## src/rtl/aoc_pkg.sv

```systemverilog
// Shared widths, constants and pipeline types for the alpha-over compositor.
package aoc_pkg;

  localparam int unsigned CH_W     = 8;
  localparam int unsigned S_W      = 16;
  localparam int unsigned NUM_W    = 24;
  localparam int unsigned PRE_STG  = 2;
  localparam int unsigned DIV_STG  = CH_W;
  localparam int unsigned SIDE_STG = DIV_STG + 1;
  localparam int unsigned N_STG    = PRE_STG + DIV_STG + 1;
  localparam int unsigned N_LANE   = 3;

  localparam logic [CH_W-1:0] UNORM_ONE = 8'hFF;
  localparam logic [S_W-1:0]  S_FULL    = 16'd65025;

  typedef struct packed {
    logic [S_W-1:0]  s;
    logic [CH_W-1:0] alpha;
    logic            zero;
  } aoc_side_t;

endpackage

```

## src/rtl/aoc_alpha.sv

```systemverilog
// Shared alpha path: coverage S, output alpha and the divisor pipeline for the lanes.
module aoc_alpha (
  input  logic                                            clk_i,
  input  logic [aoc_pkg::N_STG-2:0]                       en_i,
  input  logic [aoc_pkg::CH_W-1:0]                        fa_i,
  input  logic [aoc_pkg::CH_W-1:0]                        ba_i,
  output logic [aoc_pkg::CH_W-1:0]                        fa_o,
  output logic [aoc_pkg::DIV_STG-1:0][aoc_pkg::S_W-1:0]   s_o,
  output aoc_pkg::aoc_side_t                              side_o
);
  import aoc_pkg::*;

  logic [S_W-1:0]  inv_prod_q;
  logic [CH_W-1:0] fa_q;
  logic [S_W-1:0]  s_d;
  logic [S_W-1:0]  rnd_sum;
  aoc_side_t       side_d;
  aoc_side_t       side_q [SIDE_STG];

  always_comb begin
    s_d          = S_FULL - inv_prod_q;
    rnd_sum      = s_d + {8'd0, s_d[S_W-1:CH_W]} + 16'd1;
    side_d.s     = s_d;
    side_d.alpha = rnd_sum[S_W-1:CH_W];
    side_d.zero  = (s_d == '0);
  end

  always_ff @(posedge clk_i) begin
    if (en_i[0]) begin
      inv_prod_q <= S_W'(UNORM_ONE - fa_i) * S_W'(UNORM_ONE - ba_i);
      fa_q       <= fa_i;
    end
    if (en_i[1]) begin
      side_q[0] <= side_d;
    end
    for (int k = 1; k < SIDE_STG; k++) begin
      if (en_i[k+1]) begin
        side_q[k] <= side_q[k-1];
      end
    end
  end

  always_comb begin
    for (int j = 0; j < DIV_STG; j++) begin
      s_o[j] = side_q[j].s;
    end
  end

  assign fa_o   = fa_q;
  assign side_o = side_q[SIDE_STG-1];

endmodule

```

## src/rtl/aoc_lane.sv

```systemverilog
// One colour lane: blend numerator and a pipelined restoring divide by S.
module aoc_lane (
  input  logic                                            clk_i,
  input  logic [aoc_pkg::N_STG-2:0]                       en_i,
  input  logic [aoc_pkg::CH_W-1:0]                        fc_i,
  input  logic [aoc_pkg::CH_W-1:0]                        bc_i,
  input  logic [aoc_pkg::CH_W-1:0]                        fa_i,
  input  logic [aoc_pkg::CH_W-1:0]                        ba_i,
  input  logic [aoc_pkg::CH_W-1:0]                        fa_s0_i,
  input  logic [aoc_pkg::DIV_STG-1:0][aoc_pkg::S_W-1:0]   s_i,
  output logic [aoc_pkg::CH_W-1:0]                        quo_o
);
  import aoc_pkg::*;

  logic [S_W-1:0]   fcfa_q;
  logic [S_W-1:0]   bcba_q;
  logic [NUM_W-1:0] num_d;
  logic [NUM_W-1:0] num_q;
  logic [NUM_W-1:0] rem_q [DIV_STG];
  logic [CH_W-1:0]  quo_q [DIV_STG];

  always_comb begin
    num_d = ({fcfa_q, 8'd0} - NUM_W'(fcfa_q))
          + (NUM_W'(bcba_q) * NUM_W'(UNORM_ONE - fa_s0_i));
  end

  always_ff @(posedge clk_i) begin
    if (en_i[0]) begin
      fcfa_q <= S_W'(fc_i) * S_W'(fa_i);
      bcba_q <= S_W'(bc_i) * S_W'(ba_i);
    end
    if (en_i[1]) begin
      num_q <= num_d;
    end
  end

  for (genvar j = 0; j < DIV_STG; j++) begin : g_div
    logic [NUM_W-1:0] rem_in;
    logic [CH_W-1:0]  quo_in;
    logic [NUM_W-1:0] dvs;
    logic [NUM_W:0]   diff;
    logic             ge;

    if (j == 0) begin : g_first
      assign rem_in = num_q;
      assign quo_in = '0;
    end else begin : g_next
      assign rem_in = rem_q[j-1];
      assign quo_in = quo_q[j-1];
    end

    always_comb begin
      dvs  = NUM_W'(s_i[j]) << (DIV_STG - 1 - j);
      diff = {1'b0, rem_in} - {1'b0, dvs};
      ge   = ~diff[NUM_W];
    end

    always_ff @(posedge clk_i) begin
      if (en_i[PRE_STG+j]) begin
        rem_q[j] <= ge ? diff[NUM_W-1:0] : rem_in;
        quo_q[j] <= {quo_in[CH_W-2:0], ge};
      end
    end
  end

  assign quo_o = quo_q[DIV_STG-1];

endmodule

```

## src/rtl/alpha_over_compositor.sv

```systemverilog
// Top level of the straight-alpha "over" compositor: pipeline control and output merge.
//
// Lays a straight-alpha RGBA foreground pixel over a background pixel and returns the
// composite, every channel floored to 8-bit unorm; when both alphas are zero all outputs
// are zero. One pixel pair is accepted every clock cycle while in_ready_o is high. The
// pipeline holds two multiply stages, an 8-stage restoring divider (one quotient bit per
// stage) in each of the three colour lanes, and the output register.
// Stalls back up stage by stage, so empty stages are filled while the output waits.
module alpha_over_compositor (
  input  logic clk_i,
  input  logic rst_ni,
  input  logic in_valid_i,
  output logic in_ready_o,
  input  logic [aoc_pkg::CH_W-1:0] fg_red_i,
  input  logic [aoc_pkg::CH_W-1:0] fg_green_i,
  input  logic [aoc_pkg::CH_W-1:0] fg_blue_i,
  input  logic [aoc_pkg::CH_W-1:0] fg_alpha_i,
  input  logic [aoc_pkg::CH_W-1:0] bg_red_i,
  input  logic [aoc_pkg::CH_W-1:0] bg_green_i,
  input  logic [aoc_pkg::CH_W-1:0] bg_blue_i,
  input  logic [aoc_pkg::CH_W-1:0] bg_alpha_i,
  output logic out_valid_o,
  input  logic out_ready_i,
  output logic [aoc_pkg::CH_W-1:0] out_red_o,
  output logic [aoc_pkg::CH_W-1:0] out_green_o,
  output logic [aoc_pkg::CH_W-1:0] out_blue_o,
  output logic [aoc_pkg::CH_W-1:0] out_alpha_o
);
  import aoc_pkg::*;

  logic [N_STG-1:0]                 valid_q;
  logic [N_STG-1:0]                 valid_d;
  logic [N_STG:0]                   rdy;
  logic [N_STG-1:0]                 src_valid;
  logic [CH_W-1:0]                  fa_s0;
  logic [DIV_STG-1:0][S_W-1:0]      s_pipe;
  aoc_side_t                        side;
  logic [CH_W-1:0]                  fg_c   [N_LANE];
  logic [CH_W-1:0]                  bg_c   [N_LANE];
  logic [CH_W-1:0]                  quo    [N_LANE];
  logic [CH_W-1:0]                  red_q;
  logic [CH_W-1:0]                  green_q;
  logic [CH_W-1:0]                  blue_q;
  logic [CH_W-1:0]                  alpha_q;

  // stall propagates back combinationally through every full stage; an empty stage stays ready
  always_comb begin
    rdy[N_STG] = out_ready_i;
    for (int k = N_STG - 1; k >= 0; k--) begin
      rdy[k] = ~valid_q[k] | rdy[k+1];
    end
    src_valid = {valid_q[N_STG-2:0], in_valid_i};
    valid_d   = (rdy[N_STG-1:0] & src_valid) | (~rdy[N_STG-1:0] & valid_q);
  end

  always_ff @(posedge clk_i or negedge rst_ni) begin
    if (!rst_ni) begin
      valid_q <= '0;
    end else begin
      valid_q <= valid_d;
    end
  end

  assign fg_c[0] = fg_red_i;
  assign fg_c[1] = fg_green_i;
  assign fg_c[2] = fg_blue_i;
  assign bg_c[0] = bg_red_i;
  assign bg_c[1] = bg_green_i;
  assign bg_c[2] = bg_blue_i;

  aoc_alpha u_alpha (
    .clk_i  (clk_i),
    .en_i   (rdy[N_STG-2:0]),
    .fa_i   (fg_alpha_i),
    .ba_i   (bg_alpha_i),
    .fa_o   (fa_s0),
    .s_o    (s_pipe),
    .side_o (side)
  );

  for (genvar l = 0; l < N_LANE; l++) begin : g_lane
    aoc_lane u_lane (
      .clk_i   (clk_i),
      .en_i    (rdy[N_STG-2:0]),
      .fc_i    (fg_c[l]),
      .bc_i    (bg_c[l]),
      .fa_i    (fg_alpha_i),
      .ba_i    (bg_alpha_i),
      .fa_s0_i (fa_s0),
      .s_i     (s_pipe),
      .quo_o   (quo[l])
    );
  end

  // merge lanes; zero coverage forces a zero pixel
  always_ff @(posedge clk_i) begin
    if (rdy[N_STG-1]) begin
      red_q   <= side.zero ? '0 : quo[0];
      green_q <= side.zero ? '0 : quo[1];
      blue_q  <= side.zero ? '0 : quo[2];
      alpha_q <= side.zero ? '0 : side.alpha;
    end
  end

  assign in_ready_o  = rdy[0];
  assign out_valid_o = valid_q[N_STG-1];
  assign out_red_o   = red_q;
  assign out_green_o = green_q;
  assign out_blue_o  = blue_q;
  assign out_alpha_o = alpha_q;

endmodule
```

## config.mk

```make
export PLATFORM = sky130hd
export DESIGN_NAME = alpha_over_compositor
export DESIGN_NICKNAME = d
export VERILOG_FILES = /design/src/rtl/aoc_pkg.sv /design/src/rtl/aoc_alpha.sv /design/src/rtl/aoc_lane.sv /design/src/rtl/alpha_over_compositor.sv
export SDC_FILE = /design/constraint.sdc
export NUM_CORES = 2
export LEC_CHECK = 0
export BUFFER_PORTS_ARGS = -buffer_cell sky130_fd_sc_hd__buf_2
export CAP_MARGIN = 20
export CORE_UTILIZATION = 37
export DETAILED_ROUTE_END_ITERATION = 8
export PLACE_DENSITY = 0.6
export SYNTH_ARGS = -nofsm -noshare
export SYNTH_HDL_FRONTEND = slang
export SYNTH_SLANG_ARGS = --single-unit
```

## constraint.sdc

```tcl
create_clock -name clk_i -period 9.57 [get_ports clk_i]
set_input_delay 0.957 -clock clk_i [delete_from_list [all_inputs] [get_ports clk_i]]
set_output_delay 0.957 -clock clk_i [all_outputs]
set_load 0.05 [all_outputs]
```

==> impl_results.md <==
* Multi-input logic area at between 40000 and 50000 sq um
* GR Util All Layers at between 10% and 20%
* DIE HEIGHT at 483 um
* Final Max Slew Viols at 0
* Top Metal Used: met5
* Final Hold Viols at 0
* Net Count, Synth at 9607
* Final HPWL DP at 161000 um
* Fin nets at around 9700
* Cell taking the most area after synthesis: edfxtp_1
* Wire per inst at 17.7 um
* Remaining DRCs at 0
* Commonest non-fill, non-tap cell in the layout: inv_1
* Setup_tns at 0 ns
* # clock sinks at ~1100
* Initial Utilization at a little under two fifths
* Seq cells post-synth at approximately 1100
* Synth top area share at a little over a third
* Met3 routed WL at slightly above 6000 um
* Initial antenna violation count at 3
* Final setup viols at 0
* Num CTS Buffers at between 100 and 150
* Core area at 230000 sq um
* Hold WC Path Type: in -> async
* Final min period at 7.00 ns
* Async SR Flop Fraction at approximately 1.0%
* CTS tree: done
* Startpoint types: flip-flop
* Avg Vias per Cell at approximately 5.0
* Post-DRT Antenna Nets at 0
* Critical R2R Launch: u_alpha.fa_o[2]
* First-pass GRT wire length at 317000 um
* Top-Level Pins at slightly above 100
* Fin crit share at about 73%
* Slew @ Worst Pin at ~1.1 ns
* Layout area overhead at 9.48%
* Rel. slew slack at about 29%
* Reg2reg path depth at 23
* Peak Freq at about 0.14 GHz
* Syn_area_per_cell at around 11 sq um
* Cells after Synth at just under 8000
* R2R Setup Slk at 2.57 ns
* CTS root buf: clkbuf_16
* Main synth FF type: edfxtp_1
* H-tree depth at 3
* Clk pin slew, worst setup/hold paths at roughly 0.060 ns
* CTS resizes at 0
* Full die area at 234000 sq um
* Layout cells sized above 1 at under 10%
* Clock Latency Late Sink at about 0.76 ns
* Reg2reg end: g_lane[2].u_lane.g_div[0].rem_in[22]
* Netlist Area Pre-Place at between 80000 and 90000 sq um
* Req. time, crit path at between 10 and 15 ns
* DR WL met2 at ~100000 um
* DRT Wirelength at about 200000 um
* Final core occ at 40.8%
* Clk_skew at 0.0482 ns
* Filler Cell Count at 21900
* Vias in the first global route at roughly 58000
* Crit Path Class: reg -> reg
* EDFF count, synth at about 1000
* Leading cell types by total area after synthesis: edfxtp_1, ha_1, fa_1
* Number of diodes at 0
* Max_cap viols at 0
* CTS Hold Bufs at 0
* WP data arrival at 7.50 ns
* Largest net degree at the start of global routing at between 70 and 80
* FP Rows at approximately 180
* Fin cells at 11200
* Congestion Overflow GR at 0
* Seq. cell area at around 32000 sq um
* Final RePlAce weighted congestion at ~0.88
* Status: finished, final reports clean
* Clock tree buffer depth at 3
* Most frequent cells in the layout: inv_1, edfxtp_1, ha_1
* Pre-antenna DRT Iters at 5
* Cell variety after synth at 98
* Count of input and output buffers at 101
* Yosys warns at 0
* Crit. End Element: flip-flop
* Setup Buffers After CTS at 0
* Placed Instances at between 10000 and 15000
* RSZ-0062 raised after global routing: false
* First DRT Iteration DRCs at around 2900
* Vias at around 56000
* Metal-1 WL at slightly below 90000 um
* Crit-path max FO at 26
* Die width at slightly below 500 um
* Sequential area share after synthesis at a little under two fifths
==> cell usage after synthesis, types with 11 or more instances <==
master,count
mux2_2,128
edfxtp_1,1045
o21ai_0,288
nor2_1,435
dfrtp_1,11
or4_1,19
o31ai_1,38
and3_1,29
and2_1,233
nand4_1,19
o211ai_1,24
o21bai_1,28
xnor2_1,275
nand3_1,86
nor3_1,101
o41ai_1,11
a21o_1,134
nand2_1,433
or2_2,44
o31a_1,17
xor2_1,163
nor4_1,27
mux2i_1,23
a211oi_1,36
nor2b_1,365
clkbuf_1,124
o21a_1,105
o2111ai_1,13
or3_1,37
a31oi_1,31
buf_2,15
ha_1,975
a21boi_0,30
inv_1,1231
nand2b_1,227
a21oi_1,347
fa_1,608
==> how the worst max path moves through the flow <==
stage                          from                                   end  slack [ns]  cells after the start
floorplan               out_ready_i            g_lane[0].u_lane.bcba_q[0]        0.31                      6
global placement    u_alpha.fa_o[2]  g_lane[2].u_lane.g_div[0].rem_in[22]        2.56                     23
detailed placement  u_alpha.fa_o[2]  g_lane[2].u_lane.g_div[0].rem_in[22]        2.60                     23
CTS                 u_alpha.fa_o[2]  g_lane[2].u_lane.g_div[0].rem_in[22]        2.57                     23
global route        u_alpha.fa_o[2]  g_lane[2].u_lane.g_div[0].rem_in[22]        2.19                     23
finish              u_alpha.fa_o[2]  g_lane[2].u_lane.g_div[0].rem_in[22]        2.57                     23
==> registers in the layout, summed over array words and instances, names as in the netlist, named ones only <==
name                        flops
out_blue_o                      8
u_alpha.inv_prod_q             16
out_green_o                     8
g_lane.u_lane.quo_q           108
u_alpha.side_q                209
g_lane.u_lane.g_div.rem_in     72
g_lane.u_lane.rem_q           504
g_lane.u_lane.bcba_q           48
out_red_o                       8
g_lane.u_lane.fcfa_q           48
out_alpha_o                     8
u_alpha.fa_o                    8
==> final cells by class <==
class / count / share of cell area [%]
Tap cell: 3026 / 4.03
Inverter: 1233 / 4.94
Clock inverter: 81 / 1.01
Clock buffer: 131 / 3.11
Sequential cell: 1056 / 33.7
Timing Repair Buffer: 162 / 1.05
Multi-Input combinational cell: 5517 / 52.1
==> critical path, cell delays in order, from the launching register on <==
cell	delay, ns
edfxtp_1	1.05
nor2b_1	0.14
fa_1	0.52
inv_1	0.05
fa_1	0.48
inv_1	0.04
ha_1	0.26
inv_1	0.05
fa_1	0.53
inv_1	0.05
fa_1	0.48
inv_1	0.05
fa_1	0.47
inv_1	0.04
ha_1	0.33
and3_1	0.23
a221oi_1	0.31
o31ai_1	0.19
a41oi_1	0.34
a32oi_1	0.20
and4_1	0.25
a2111oi_2	0.38
o21ai_0	0.16
xor2_1	0.16
==> metrics by stage <==
step / worst slack, ns / instance area [sq um] / hold slack, ns
detailed placement: 2.60 / 90000 / 0.405
global placement: 2.56 / 90000 / 0.402
floorplan: 0.306 / 85700 / 0.400
CTS: 2.57 / 93900 / 0.0180
global route: 2.19 / 93900 / 0.0485
finish: 2.57 / 93900 / 0.0839
==> cell families after synthesis <==
logic type | after synthesis | share of synthesized area [%]
flops | 1056 | 36.9
xor+xnor | 438 | 4.47
mux | 155 | 2.02
compound gates | 1238 | 9.32
buf+inv | 1383 | 6.11
fa+ha+maj | 1583 | 28.4
simple gates | 2103 | 12.7
==> routing by layer <==
metal	GRT usage, %	up-vias
met1	21.5	27400
met5	0	-
li1	-	27300
met3	1.78	326
met4	5.78	4
met2	29.8	1004
Power is not shown: default switching activity piles up to over one toggle a cycle in this logic, so the estimate is an artifact.
